==> src/design/pcdfa_pkg.sv <==
// pcdfa_pkg: shared types and constants for the dock feature accumulator
// no dependencies; imported by the accumulator and its checker

package pcdfa_pkg;

    // request kinds
    localparam logic [1:0] KIND_POINT      = 2'd0;
    localparam logic [1:0] KIND_NEAR_CLEAR = 2'd1;
    localparam logic [1:0] KIND_SIDE_CLEAR = 2'd2;

    // configuration register indexes
    localparam logic [1:0] CFG_AIM_Y_OFFSET   = 2'd0;
    localparam logic [1:0] CFG_MIRROR_AXES    = 2'd1;
    localparam logic [1:0] CFG_CONTACT_OFFSET = 2'd2;

    localparam int CFG_INDEX_W = 2;
    localparam int CFG_DATA_W  = 10;
    localparam int COORD_W     = 16;
    localparam int SUM_W       = 36;
    localparam int COUNT_OUT_W = 20;

    // phase codes
    localparam logic PHASE_NEAREST = 1'b0;
    localparam logic PHASE_SIDE    = 1'b1;

    typedef logic signed [COORD_W-1:0] coord_t;
    typedef logic signed [COORD_W:0]   coord_ext_t;   // after offset and negation
    typedef logic signed [COORD_W+1:0] work_t;        // compare width
    typedef logic signed [SUM_W-1:0]   sum_t;
    typedef logic signed [SUM_W:0]     sum_ext_t;

    localparam coord_t NEAR_X_NONE  = 16'sd9999;
    localparam coord_t MARKER_NONE  = -16'sd9999;

    localparam work_t NEAR_Z_MAX    = 18'sd230;
    localparam work_t FRONT_Y_LIM   = 18'sd310;
    localparam work_t SIDE_Z_MIN    = 18'sd100;
    localparam work_t SIDE_Z_MAX    = 18'sd420;
    localparam work_t SIDE_X_SPAN   = 18'sd353;   // 103 + 250 behind nearest hit
    localparam work_t BAND_INNER    = 18'sd160;
    localparam work_t BAND_OUTER    = 18'sd250;
    localparam work_t COORD_MAX     = 18'sd32767;
    localparam work_t COORD_MIN     = -18'sd32768;

    localparam sum_t SUM_MAX = {1'b0, {(SUM_W-1){1'b1}}};
    localparam sum_t SUM_MIN = {1'b1, {(SUM_W-1){1'b0}}};

endpackage

==> src/design/point_cloud_dock_feature_accumulator.sv <==
// point_cloud_dock_feature_accumulator: dock finding point accumulator
// depends on pcdfa_pkg
//
// usage:
//   input channel (in_valid/in_ready) carries one request per cycle: a point
//   (kind, point_x/y/z, from_marker) or a phase command (nearest clear, side clear)
//   output channel (out_valid/out_ready) returns exactly one result per request:
//   the accumulator state after that request was applied
//   configuration port (cfg_we, cfg_index, cfg_data) writes aim_y_offset,
//   mirror_axes and contact_offset; write only while no request is in flight
// timing:
//   latency is 2 cycles: an input register, then the state registers, which
//   also serve as the result register
//   throughput is 1 request per cycle; the single classify-and-add step between
//   the input register and the state registers sets it
// stall behavior:
//   while out_ready is low the result holds, and the input register still takes
//   one more request; in_ready drops only when both stages are full
// reset:
//   rst_n clears the configuration to 0 / 0 / 130, the phase to nearest,
//   nearest_x to 9999, marker to -9999, and all band sums and counts to 0

module point_cloud_dock_feature_accumulator
    import pcdfa_pkg::*;
#(
    parameter int COUNT_BITS = 20
)
(
    input  logic                   clk,
    input  logic                   rst_n,

    // configuration write port
    input  logic                   cfg_we,
    input  logic [CFG_INDEX_W-1:0] cfg_index,
    input  logic [CFG_DATA_W-1:0]  cfg_data,

    // request channel
    input  logic                   in_valid,
    output logic                   in_ready,
    input  logic [1:0]             kind,
    input  logic signed [15:0]     point_x,
    input  logic signed [15:0]     point_y,
    input  logic signed [15:0]     point_z,
    input  logic                   from_marker,

    // result channel
    output logic                   out_valid,
    input  logic                   out_ready,
    output logic                   phase,
    output logic signed [15:0]     nearest_x,
    output logic signed [15:0]     nearest_y,
    output logic signed [15:0]     nearest_z,
    output logic signed [15:0]     marker_lateral,
    output logic signed [35:0]     left_sum,
    output logic [19:0]            left_count,
    output logic signed [35:0]     right_sum,
    output logic [19:0]            right_count
);

    localparam logic [COUNT_BITS-1:0] COUNT_MAX = {COUNT_BITS{1'b1}};

    // configuration registers
    logic signed [6:0] aim_y_offset_reg;
    logic              mirror_axes_reg;
    logic [9:0]        contact_offset_reg;

    // input register stage
    logic              in_valid_reg;
    logic [1:0]        kind_reg;
    coord_t            px_reg;
    coord_t            py_reg;
    coord_t            pz_reg;
    logic              marker_pt_reg;

    // accumulator state, also the result register
    logic              out_valid_reg;
    logic              phase_reg;
    coord_t            near_x_reg;
    coord_t            near_y_reg;
    coord_t            near_z_reg;
    coord_t            marker_reg;
    sum_t              left_sum_reg;
    logic [COUNT_BITS-1:0] left_count_reg;
    sum_t              right_sum_reg;
    logic [COUNT_BITS-1:0] right_count_reg;

    logic              phase_next;
    coord_t            near_x_next;
    coord_t            near_y_next;
    coord_t            near_z_next;
    coord_t            marker_next;
    sum_t              left_sum_next;
    logic [COUNT_BITS-1:0] left_count_next;
    sum_t              right_sum_next;
    logic [COUNT_BITS-1:0] right_count_next;

    // handshake: the state advances when the result slot is free or being taken
    logic advance;
    logic in_accept;

    assign advance   = in_valid_reg && (!out_valid_reg || out_ready);
    assign in_ready  = !in_valid_reg || advance;
    assign in_accept = in_valid && in_ready;

    // point conditioning: aim offset, then optional mirror of x and y
    coord_ext_t y_off;
    coord_ext_t x_adj;
    coord_ext_t y_adj;
    work_t      xw;
    work_t      yw;
    work_t      zw;
    work_t      near_xw;
    work_t      markw;

    assign y_off   = coord_ext_t'(py_reg) + coord_ext_t'(aim_y_offset_reg);
    assign x_adj   = mirror_axes_reg ? -coord_ext_t'(px_reg) : coord_ext_t'(px_reg);
    assign y_adj   = mirror_axes_reg ? -y_off : y_off;
    assign xw      = work_t'(x_adj);
    assign yw      = work_t'(y_adj);
    assign zw      = work_t'(pz_reg);
    assign near_xw = work_t'(near_x_reg);
    assign markw   = work_t'(marker_reg);

    // classification
    logic   front_hit;
    logic   side_z_ok;
    logic   side_x_ok;
    logic   right_band;
    logic   left_band;
    coord_t marker_sat;

    assign front_hit = (zw <= NEAR_Z_MAX) && (yw < FRONT_Y_LIM) && (yw > -FRONT_Y_LIM)
                     && (xw > work_t'({1'b0, contact_offset_reg})) && (xw < near_xw);
    assign side_z_ok  = (zw >= SIDE_Z_MIN) && (zw <= SIDE_Z_MAX);
    assign side_x_ok  = (xw > near_xw) && (xw < near_xw + SIDE_X_SPAN);
    assign right_band = (yw < markw - BAND_INNER) && (yw > markw - BAND_OUTER);
    assign left_band  = (yw > markw + BAND_INNER) && (yw < markw + BAND_OUTER);

    always_comb
    begin
        if (yw > COORD_MAX)
        begin
            marker_sat = coord_t'(COORD_MAX);
        end
        else if (yw < COORD_MIN)
        begin
            marker_sat = coord_t'(COORD_MIN);
        end
        else
        begin
            marker_sat = coord_t'(yw);
        end
    end

    // band sums with saturation to the 36-bit range
    sum_ext_t left_add;
    sum_ext_t right_add;
    sum_t     left_sat;
    sum_t     right_sat;

    assign left_add  = sum_ext_t'(left_sum_reg) + sum_ext_t'(x_adj);
    assign right_add = sum_ext_t'(right_sum_reg) + sum_ext_t'(x_adj);

    always_comb
    begin
        if (left_add[SUM_W] != left_add[SUM_W-1])
        begin
            left_sat = left_add[SUM_W] ? SUM_MIN : SUM_MAX;
        end
        else
        begin
            left_sat = left_add[SUM_W-1:0];
        end
        if (right_add[SUM_W] != right_add[SUM_W-1])
        begin
            right_sat = right_add[SUM_W] ? SUM_MIN : SUM_MAX;
        end
        else
        begin
            right_sat = right_add[SUM_W-1:0];
        end
    end

    // state update for the request in the input register
    always_comb
    begin
        phase_next       = phase_reg;
        near_x_next      = near_x_reg;
        near_y_next      = near_y_reg;
        near_z_next      = near_z_reg;
        marker_next      = marker_reg;
        left_sum_next    = left_sum_reg;
        left_count_next  = left_count_reg;
        right_sum_next   = right_sum_reg;
        right_count_next = right_count_reg;

        case (kind_reg)
            KIND_POINT:
            begin
                if (phase_reg == PHASE_NEAREST)
                begin
                    if (marker_pt_reg)
                    begin
                        marker_next = marker_sat;
                    end
                    else if (front_hit)
                    begin
                        near_x_next = coord_t'(xw);
                        near_y_next = coord_t'(yw);
                        near_z_next = pz_reg;
                    end
                end
                else if (!marker_pt_reg && side_z_ok && side_x_ok)
                begin
                    // right band has priority; a full count freezes its sum
                    if (right_band)
                    begin
                        if (right_count_reg != COUNT_MAX)
                        begin
                            right_count_next = right_count_reg + 1'b1;
                            right_sum_next   = right_sat;
                        end
                    end
                    else if (left_band)
                    begin
                        if (left_count_reg != COUNT_MAX)
                        begin
                            left_count_next = left_count_reg + 1'b1;
                            left_sum_next   = left_sat;
                        end
                    end
                end
            end
            KIND_NEAR_CLEAR:
            begin
                phase_next  = PHASE_NEAREST;
                marker_next = MARKER_NONE;
                near_x_next = NEAR_X_NONE;
                near_y_next = '0;
                near_z_next = '0;
            end
            KIND_SIDE_CLEAR:
            begin
                phase_next       = PHASE_SIDE;
                left_sum_next    = '0;
                left_count_next  = '0;
                right_sum_next   = '0;
                right_count_next = '0;
            end
            default:
            begin
                // unused kind leaves the state as it is
            end
        endcase
    end

    // configuration registers
    always_ff @(posedge clk or negedge rst_n)
    begin
        if (!rst_n)
        begin
            aim_y_offset_reg   <= '0;
            mirror_axes_reg    <= 1'b0;
            contact_offset_reg <= 10'd130;
        end
        else if (cfg_we)
        begin
            case (cfg_index)
                CFG_AIM_Y_OFFSET:   aim_y_offset_reg   <= cfg_data[6:0];
                CFG_MIRROR_AXES:    mirror_axes_reg    <= cfg_data[0];
                CFG_CONTACT_OFFSET: contact_offset_reg <= cfg_data;
                default:
                begin
                    // writes past the register list are dropped
                end
            endcase
        end
    end

    // input register: valid bit
    always_ff @(posedge clk or negedge rst_n)
    begin
        if (!rst_n)
        begin
            in_valid_reg <= 1'b0;
        end
        else if (in_ready)
        begin
            in_valid_reg <= in_valid;
        end
    end

    // input register: payload
    always_ff @(posedge clk)
    begin
        if (in_accept)
        begin
            kind_reg      <= kind;
            px_reg        <= point_x;
            py_reg        <= point_y;
            pz_reg        <= point_z;
            marker_pt_reg <= from_marker;
        end
    end

    // accumulator state and result valid
    always_ff @(posedge clk or negedge rst_n)
    begin
        if (!rst_n)
        begin
            out_valid_reg   <= 1'b0;
            phase_reg       <= PHASE_NEAREST;
            near_x_reg      <= NEAR_X_NONE;
            near_y_reg      <= '0;
            near_z_reg      <= '0;
            marker_reg      <= MARKER_NONE;
            left_sum_reg    <= '0;
            left_count_reg  <= '0;
            right_sum_reg   <= '0;
            right_count_reg <= '0;
        end
        else
        begin
            if (advance)
            begin
                out_valid_reg   <= 1'b1;
                phase_reg       <= phase_next;
                near_x_reg      <= near_x_next;
                near_y_reg      <= near_y_next;
                near_z_reg      <= near_z_next;
                marker_reg      <= marker_next;
                left_sum_reg    <= left_sum_next;
                left_count_reg  <= left_count_next;
                right_sum_reg   <= right_sum_next;
                right_count_reg <= right_count_next;
            end
            else if (out_ready)
            begin
                out_valid_reg <= 1'b0;
            end
        end
    end

    // result ports come straight off the state registers
    assign out_valid      = out_valid_reg;
    assign phase          = phase_reg;
    assign nearest_x      = near_x_reg;
    assign nearest_y      = near_y_reg;
    assign nearest_z      = near_z_reg;
    assign marker_lateral = marker_reg;
    assign left_sum       = left_sum_reg;
    assign left_count     = COUNT_OUT_W'(left_count_reg);
    assign right_sum      = right_sum_reg;
    assign right_count    = COUNT_OUT_W'(right_count_reg);

endmodule

==> config.mk <==
export PLATFORM = sky130hd
export DESIGN_NAME = point_cloud_dock_feature_accumulator
export DESIGN_NICKNAME = d
export VERILOG_FILES = /design/src/design/pcdfa_pkg.sv /design/src/design/point_cloud_dock_feature_accumulator.sv
export SDC_FILE = /design/constraint.sdc
export NUM_CORES = 1
export LEC_CHECK = 0
export BUFFER_PORTS_ARGS = -buffer_cell sky130_fd_sc_hd__buf_4
export CAP_MARGIN = 20
export CORE_AREA = 2 2 203 155
export DETAILED_ROUTE_END_ITERATION = 7
export DIE_AREA = 0 0 205 157
export PLACE_DENSITY_LB_ADDON = 0.12
export SYNTH_ARGS = -nofsm -noshare
export SYNTH_HDL_FRONTEND = slang
export SYNTH_SLANG_ARGS = --single-unit
==> constraint.sdc <==
create_clock -name clk -period 10.8 [get_ports clk]
set_input_delay 1.62 -clock clk [delete_from_list [all_inputs] [get_ports clk]]
set_output_delay 1.62 -clock clk [all_outputs]
set_load 0.02 [all_outputs]
After elaboration in Yosys (flattened, before gate mapping)
Cells that the tools add are included.
Operators by class
  add/subtract/negate cells: 12
  magnitude comparators: 15
  equal/unequal tests: 19
  mux-type cells: 48
  reductions and logical operators: 31
Operator list (number)
  2-to-1 mux 36 bit: 13
  2-to-1 mux 16 bit: 13
  2-to-1 mux 20 bit: 9
  case mux 36 bit (2 select lines): 2
  case mux 16 bit (2 select lines): 4
  case mux 20 bit (2 select lines): 2
  adder 36 x 17 -> 37 bit: 2
  < comparator 17 bit: 3
  adder 20 x 1 -> 20 bit, second input constant: 2
  inequality test 20 bit, second input constant: 2
  adder 16 x 9 -> 17 bit, second input constant: 2
  > comparator 17 bit: 2
  2-to-1 mux 17 bit: 2
  subtractor 16 x 9 -> 17 bit, second input constant: 2
  inequality test 2 bit, second input constant: 11
  adder 16 x 10 -> 17 bit, second input constant: 1
  adder 16 x 7 -> 17 bit: 1
  > comparator 17 x 10 -> 1 bit, second input constant: 1
  > comparator 17 x 11 -> 1 bit: 1
  > comparator 17 x 16 -> 1 bit: 1
  > comparator 17 x 16 -> 1 bit, second input constant: 1
  < comparator 17 x 10 -> 1 bit, second input constant: 1
  < comparator 17 x 16 -> 1 bit: 1
  < comparator 17 x 16 -> 1 bit, second input constant: 1
  20 further kinds: 45
Word-level totals
  register bits: 248

Longest topological paths before layout
Gate-level depths: netlist of the first run.
  depth after elaboration: 12
  depth in mapped cells: 24
  depth with buffers taken out: 22

Worst setup path before layout of the first run
No wires, ideal clock.
  path kind: register -> register
  start: reg aim_y_offset_reg[0]
  end: reg left_count_reg[1] (netlist: left_count[1])
  library setup time: 0.125 ns
  arrival time: 5.958 ns
  required time: 10.675 ns
  path slack: 4.718 ns
  stages on the path, launching flop included: 23
  cell sequence: dfrtp_1 ha_1 fa_1 a211oi_4 o21ai_0 a21oi_2 xnor2_1 or3_1 or2_0 or4_1 o31ai_1 xnor2_1 clkbuf_1 inv_1 ha_1 and4_1 o211ai_1 and3_1 clkbuf_1 and4bb_1 buf_1 nor3_1 mux2_2
Between the ends
  cells in the longest elaborated chain, start to end: 7
  elaborated cells between the ends (all ways): 12
  those cells by class: add/sub: 2; order compare: 4; eq/ne: 2; mux: 1; reduce/logical: 3
Ends and longest elaborated chain
  start, declared: line point_cloud_dock_feature_accumulator.sv:63  | logic signed [6:0] aim_y_offset_reg;
  start signal, assigned: line point_cloud_dock_feature_accumulator.sv:269  | CFG_AIM_Y_OFFSET: aim_y_offset_reg <= cfg_data[6:0];
  adder 16 x 7 -> 17 bit (*): line point_cloud_dock_feature_accumulator.sv:115  | assign y_off = coord_ext_t'(py_reg) + coord_ext_t'(aim_y_offset_reg);
  negation 17 bit: line point_cloud_dock_feature_accumulator.sv:117  | assign y_adj = mirror_axes_reg ? -y_off : y_off;
  2-to-1 mux 17 bit (*): line point_cloud_dock_feature_accumulator.sv:117
  > comparator 17 bit, or another cell as far along: line point_cloud_dock_feature_accumulator.sv:137  | assign left_band = (yw > markw + BAND_INNER) && (yw < markw + BAND_OUTER);
  logical AND 1 bit, on equally long branches: line point_cloud_dock_feature_accumulator.sv:137, point_cloud_dock_feature_accumulator.sv:136
  inequality test 2 bit (no source line)
  AND reduction 7 bit (no source line) (*)
  end signal, assigned: line point_cloud_dock_feature_accumulator.sv:333  | left_count_reg <= left_count_next;
  end, declared: line point_cloud_dock_feature_accumulator.sv:83  | logic [COUNT_BITS-1:0] left_count_reg;
Mark *: on every way between the ends. The rest lies on a longest branch, timed or not.
A chain may end at the register's enable or synchronous reset.

Final worst setup path of the first run
  start: reg aim_y_offset_reg[0]
  end: reg left_sum_reg[21] (netlist: left_sum[21])
Between the ends
  cells in the longest elaborated chain, start to end: 7
  elaborated cells between the ends (all ways): 12
  those cells by class: add/sub: 2; order compare: 4; eq/ne: 2; mux: 1; reduce/logical: 3
Ends and longest elaborated chain
  adder 16 x 7 -> 17 bit (*): line point_cloud_dock_feature_accumulator.sv:115
  negation 17 bit: line point_cloud_dock_feature_accumulator.sv:117
  2-to-1 mux 17 bit (*): line point_cloud_dock_feature_accumulator.sv:117
  > comparator 17 bit, or another cell as far along: line point_cloud_dock_feature_accumulator.sv:137
  logical AND 1 bit, on equally long branches: line point_cloud_dock_feature_accumulator.sv:137, point_cloud_dock_feature_accumulator.sv:136
  inequality test 2 bit (no source line)
  AND reduction 7 bit (no source line) (*)
  end signal, assigned: line point_cloud_dock_feature_accumulator.sv:332  | left_sum_reg <= left_sum_next;
  end, declared: line point_cloud_dock_feature_accumulator.sv:82  | sum_t left_sum_reg;
Marks and branches as above.

==> metrics.cfg, run 1 <==
[setup_path]
crit_path_cell_trace = ha_1, fa_1, a211oi_4, o21ai_0, a21oi_2, xnor2_1, or3_1, or2_0, or4_1, o31ai_1, xnor2_1, buf_4, inv_1, ha_1, and4_1, a31oi_1, and3_1, and4bb_1, or3_1, buf_4, a22o_1
reg2reg_slack_ps = 3420
path_max_fanout = 36
cp.arrival_ps = 7860
cp-start-kind = register
critPathKind = reg2reg
worstRegToRegCells = 21
endpoint_kind = register
reg2reg_to = left_sum[21]
crit_start = aim_y_offset_reg[0]
crit_required_ps = 11280
slowest_delay_ps = 840
cpMaxStageDelayCell = and4bb_1
reg2reg_from = aim_y_offset_reg[0]

[clock_tree]
cts_tree = done
ctsHoldBuffers = 0
cts_buffers = 26
post_cts_buffers = 0
ctsLongestPathBuffers = 3
clkSinkCount = 248
clock_latency_ps = 550
cts-root-buf = clkbuf_16
htreeDepth = 1
clk_pin_slew_worst_paths_ps = 70
cts_resized = 0

[worst_hold_path]
min_to = nearest_y[3]
hp-class = reg2reg
hold_start = nearest_y[3]
hold_depth = 1

[global_routing]
grt_max_degree = 85
grt_pass1_wl_um = 88100
grt_use_total = 0.348
antenna_found_initial = 0
grt_pass1_vias = 15998
grt-ovfl-total = 0

[detailed_routing]
drt_iter0_markers = 1633
vias = 17344
drt_wl_total_um = 57200
ant_nets = 0
drc_errors = 0
routed_via_density = 6.43
drt_first_pass_iters = 5
wl_per_cell_um = 21.2

[yosys]
synth-seq-area-share = 0.339
synth_area_per_cell_um2 = 9.31
synthFlopType = dfrtp_1
ys_types = 90
synth_fp_nets = 2320
synth-edff-count = 51
synth_area_leaders = dfrtp_1, ha_1, edfxtp_1, xnor2_1, a21oi_1
ys_ff_latch = 248
synthCells = 2058
yosys.area.top_type = dfrtp_1
synth_top_area_frac = 0.233
netlist_area_um2 = 19200
async_reset_ff_frac = 0.794
yosys_warnings = 0

[timing]
tns_ps = 0
timing.fmax_ghz = 0.136
finalCriticalPeriod_ps = 7380
fin_crit_sh = 0.683
setup_violations = 0
slew_headroom = 0.206
setup_ws_ps = 3420
finalMaxSlewViolations = 0
rsz0062_at_grt = false
hold_viol = 0
fin_worst_skew_ps = 14.5
tightest_slew_ps = 1180

[die]
die_h_um = 157
die_w_um = 205
die_area_um2 = 32200
core-area_um2 = 30000
rows = 55
start_util = 0.638
ios = 247

[finish]
final_common_cell = buf_4
drive_gt1_frac = 0.171
final_area_um2 = 22300
num_antenna_cells = 0
finalNonFillerCells = 2699
area_delta_synth_final_pct = 16.6
fill_cells = 2225
final_nets = 2542
final_cell_mix = buf_4, ha_1, dfrtp_1, nor2_1, a21oi_1

[placed_design]
routabilityCongestion = 0.971
port_buffers = 246
placed_area_um2 = 21400
dp_slack_ps = 3570
place_hpwl_um = 42400
place_inst = 2647

[run]
max-cap-violations = 0

[run_status]
status = finished, final reports clean

[pwr]
power_leakage_uw = 0.0104
powerDensity_nw_per_um2 = 193
ir_drop_uv = 141

==> cell families after synthesis <==
family	count (synthesis)	synth area share
adder cells (fa/ha/maj)	212	0.137
AO/OA/AOI/OAI	606	0.225
flip-flops	248	0.339
XOR/XNOR	161	0.0755
buffers and inverters	175	0.0372
multiplexers	45	0.0251
AND/OR/NAND/NOR	611	0.161
==> cells in the mapped netlist, types with 25 or more instances <==
library cell,n
a21o_1,49
a21oi_1,130
a22o_1,69
clkbuf_1,50
dfrtp_1,178
edfxtp_1,51
ha_1,191
inv_1,94
mux2_2,25
nand2_1,112
nand3_1,108
nand4_1,26
nor2_1,146
nor2b_1,25
nor3_1,36
o211ai_1,34
o21ai_0,91
o2bb2ai_1,38
o31ai_1,35
or3_1,51
xnor2_1,107
xor2_1,51
==> layout make-up <==
class	count	area, um^2	share of cell area
multi-input combinational	1635	12000	0.536
inverter	95	357	0.0160
timing repair buffer	274	2120	0.0949
clock buffer	33	718	0.0321
tap	399	499	0.0223
sequential	248	6480	0.290
clock inverter	15	181	0.00812
==> power breakdown <==
part	switching (uW)	internal (uW)	leakage (uW)
clock network	396	567	0.000443
registers	141	1040	0.00303
logic	1300	877	0.00691
==> worst max path at each step <==
| stage | to | slack [ps] | depth (start not counted) |
|---|---|---|---|
| 6_report | left_sum[21] | 3420 | 21 |
| 5_1_grt | left_sum[4] | 3060 | 20 |
| 4_1_cts | left_sum[21] | 3560 | 21 |
| 3_5_place_dp | left_sum[19] | 3570 | 21 |
| 3_3_place_gp | left_count[18] | 3810 | 21 |
| 2_1_floorplan | left_count[1] | 4720 | 22 |
==> worst max-delay path: cells and delay by family (launching register included) <==
| kind | cells | cell delay [ps] |
|---|---|---|
| xor+xnor | 2 | 290 |
| fa+ha+maj | 3 | 1080 |
| buf+inv | 3 | 990 |
| flops | 1 | 390 |
| compound gates | 6 | 1440 |
| simple gates | 7 | 3080 |
==> metrics by stage <==
step | util | total power (uW) | hold slack, ps
after floorplan | - | 2670 | 468
after global placement | 0.712 | 3230 | 480
after detailed placement | 0.712 | 3300 | 475
after CTS | 0.742 | 4270 | 495
after global routing | 0.745 | 4570 | 505
final | 0.745 | 4310 | 489
==> routing by layer <==
metal,up-vias,wire length (um),GRT usage,share of wire
li1,8142,-,-,-
met1,8324,25900,0.517,0.45
met2,791,24500,0.516,0.43
met3,87,5560,0.0749,0.097
met4,0,1280,0.0856,0.022
met5,-,0,0,0
Power figures use the tool's default switching activity.
==> inputs of run 2 (changes only) <==
Settings changed: CORE_AREA 2 2 203 155 to 2 2 210 160, DIE_AREA 0 0 205 157 to 0 0 212 162.
Clock period 10.8 ns to 6.9 ns, I/O delays scaled along.
==> run 2 against run 1 <==
  * Register-to-register slack worse by 3000 ps
  * Power is 58% higher
  * Via count is 0.59% higher
  * Setup slack worse by 3000 ps
  * First-iteration DRC count is 1.4% higher
  * Cell area is 0.81% higher
  * Clock power is 57% higher
  * Clock skew is 4.4 ps higher
  * Core utilization is 4.4 points lower
  * Die area is 6.7% higher
  * Largest cell class unchanged
  * Largest power group unchanged
==> metrics.cfg, run 2 (synthesized netlist as in run 1, its figures left out) <==
[run_status]
status = finished, final reports clean

[die]
start_util = 0.596  ; -0.0429
rows = 57  ; +3.6%
die_area_um2 = 34300  ; +6.7%
die_h_um = 162  ; +3.2%
ios = 247  ; unchanged
core-area_um2 = 32200  ; +7.2%
die_w_um = 212  ; +3.4%

[placed_design]
routabilityCongestion = 0.935  ; -3.7%
place_hpwl_um = 43200  ; +2.0%
place_inst = 2710  ; +2.4%
dp_slack_ps = 186  ; -3380 ps
port_buffers = 246  ; unchanged

[detailed_routing]
routed_via_density = 6.32  ; -1.6%
vias = 17447  ; +0.59%
wl_per_cell_um = 20.7  ; -2.2%
drt_first_pass_iters = 7  ; +2
ant_nets = 0  ; unchanged
drc_errors = 0  ; unchanged
drt_wl_total_um = 57200  ; about the same
drt_iter0_markers = 1656  ; +1.4%

[clock_tree]
cts_buffers = 27  ; +3.8%
clkSinkCount = 248  ; unchanged
cts_tree = done
ctsHoldBuffers = 0  ; unchanged
htreeDepth = 1  ; unchanged
ctsLongestPathBuffers = 3  ; unchanged
clk_pin_slew_worst_paths_ps = 80  ; about the same
post_cts_buffers = 0  ; unchanged
cts_resized = 0  ; unchanged
clock_latency_ps = 560  ; about the same
cts-root-buf = clkbuf_16

[timing]
tightest_slew_ps = 1100  ; -72.1 ps
finalMaxSlewViolations = 0  ; unchanged
setup_violations = 0  ; unchanged
timing.fmax_ghz = 0.153  ; +13%
setup_ws_ps = 379  ; -3040 ps
fin_worst_skew_ps = 18.9  ; +4.37 ps
hold_viol = 0  ; unchanged
finalCriticalPeriod_ps = 6520  ; -859 ps
fin_crit_sh = 0.945  ; +0.262
slew_headroom = 0.259  ; +0.0530
tns_ps = 0  ; unchanged
rsz0062_at_grt = false

[setup_path]
slowest_delay_ps = 520  ; -320 ps
path_max_fanout = 35  ; -2.8%
cpMaxStageDelayCell = edfxtp_1
reg2reg_from = px_reg[0]
cp-start-kind = register
cp.arrival_ps = 7010  ; -850 ps
reg2reg_to = left_sum[21]
path_buf_inv = 4  ; +1
endpoint_kind = register
crit_required_ps = 7390  ; -3890 ps
crit_family = compound AO/OA/AOI/OAI gates
crit_path_cell_trace = inv_1, ha_1, nand2_1, or3_1, or3_1, nor3_1, nor3_1, a21oi_2, inv_1, buf_4, ha_1, a21o_1, a21oi_1, o21bai_1, a211oi_1, o31a_1, o21ai_0, o31ai_1, o21a_1, mux2i_1, o21ai_0, nor4_4, buf_6, a22o_1
worstRegToRegCells = 24  ; +14%
reg2reg_slack_ps = 380  ; -3040 ps
critPathKind = reg2reg

[finish]
finalNonFillerCells = 2759  ; +2.2%
area_delta_synth_final_pct = 17.6
drive_gt1_frac = 0.179  ; +0.00737
num_antenna_cells = 0  ; unchanged
final_common_cell = buf_4
final_nets = 2559  ; +0.67%
final_cell_mix = buf_4, ha_1, dfrtp_1, nor2_1, a21oi_1
fill_cells = 2523  ; +13%

[pwr]
power_leakage_uw = 0.0105  ; +0.72%
powerDensity_nw_per_um2 = 302  ; +56%
ir_drop_uv = 220  ; +56%

[global_routing]
grt_use_total = 0.332  ; -0.0163
grt_pass1_vias = 16560  ; +3.5%
grt_max_degree = 93  ; +9.4%
antenna_found_initial = 1  ; +1
grt_pass1_wl_um = 90800  ; +3.1%
grt-ovfl-total = 0  ; unchanged

[worst_hold_path]
hold_start = pz_reg[14]
hold_depth = 1  ; unchanged
min_to = nearest_z[14]
hp-class = reg2reg

[run]
max-cap-violations = 0  ; unchanged

[run 2: cell count changes in the layout (fill, tap and decap cells not counted), sizes merged]
cell      before  now
inv           97   96
clkinv         9   11
buf          273  289
clkinvlp       0    1
clkbuf        34   33
[run 2: per-layer routing]
| layer | GRT usage | share of wire |
|---|---|---|
| met3 | 0.0706 | 0.090 |
| met1 | 0.503 | 0.47 |
| met4 | 0.0781 | 0.020 |
| met2 | 0.482 | 0.42 |
| met5 | 0 | 0.00023 |
[run 2: final cells by class]
class                   count  area [um^2]  area share
flip-flops and latches    248         6480       0.288
repair buffers            290         2240      0.0995
well taps                 442          553      0.0246
clock inverters            17          188     0.00833
multi-input cells        1635        12000       0.532
clock buffers              32          714      0.0317
inverters                  95          357      0.0158
[run 2: how the worst max path moves through the flow]
stage                                   start       endpoint  cells past startpoint
final                               px_reg[0]   left_sum[21]                     24
after global routing                px_reg[0]   left_sum[21]                     24
after CTS                           px_reg[0]   left_sum[21]                     24
after detailed placement            px_reg[0]   left_sum[30]                     24
after global placement              px_reg[0]   left_sum[12]                     24
after floorplan           aim_y_offset_reg[0]  left_count[1]                     22
[run 2: power breakdown]
part	total [uW]	internal, uW	switching, uW
clock	1510	886	625
combinational	3450	1400	2050
sequential	1840	1620	219
[run 2: metrics by stage]
step / hold slack (ps) / instance area (um^2) / utilization / total power (uW)
floorplan: 468 / 19200 / - / 4180
CTS: 484 / 22500 / 0.700 / 6740
detailed placement: 482 / 21600 / 0.672 / 5210
global route: 522 / 22500 / 0.700 / 7240
global placement: 476 / 21600 / 0.671 / 5080
finish: 475 / 22500 / 0.700 / 6810
[run 2: worst reg2reg max path, stage by stage (launching register included)]
cell	delay, ps
edfxtp_1	520
inv_1	280
ha_1	220
nand2_1	70
or3_1	390
or3_1	390
nor3_1	180
nor3_1	90
a21oi_2	330
inv_1	260
buf_4	300
ha_1	370
a21o_1	190
a21oi_1	150
o21bai_1	80
a211oi_1	260
o31a_1	170
o21ai_0	130
o31ai_1	490
o21a_1	270
mux2i_1	190
o21ai_0	230
nor4_4	340
buf_6	340
a22o_1	220
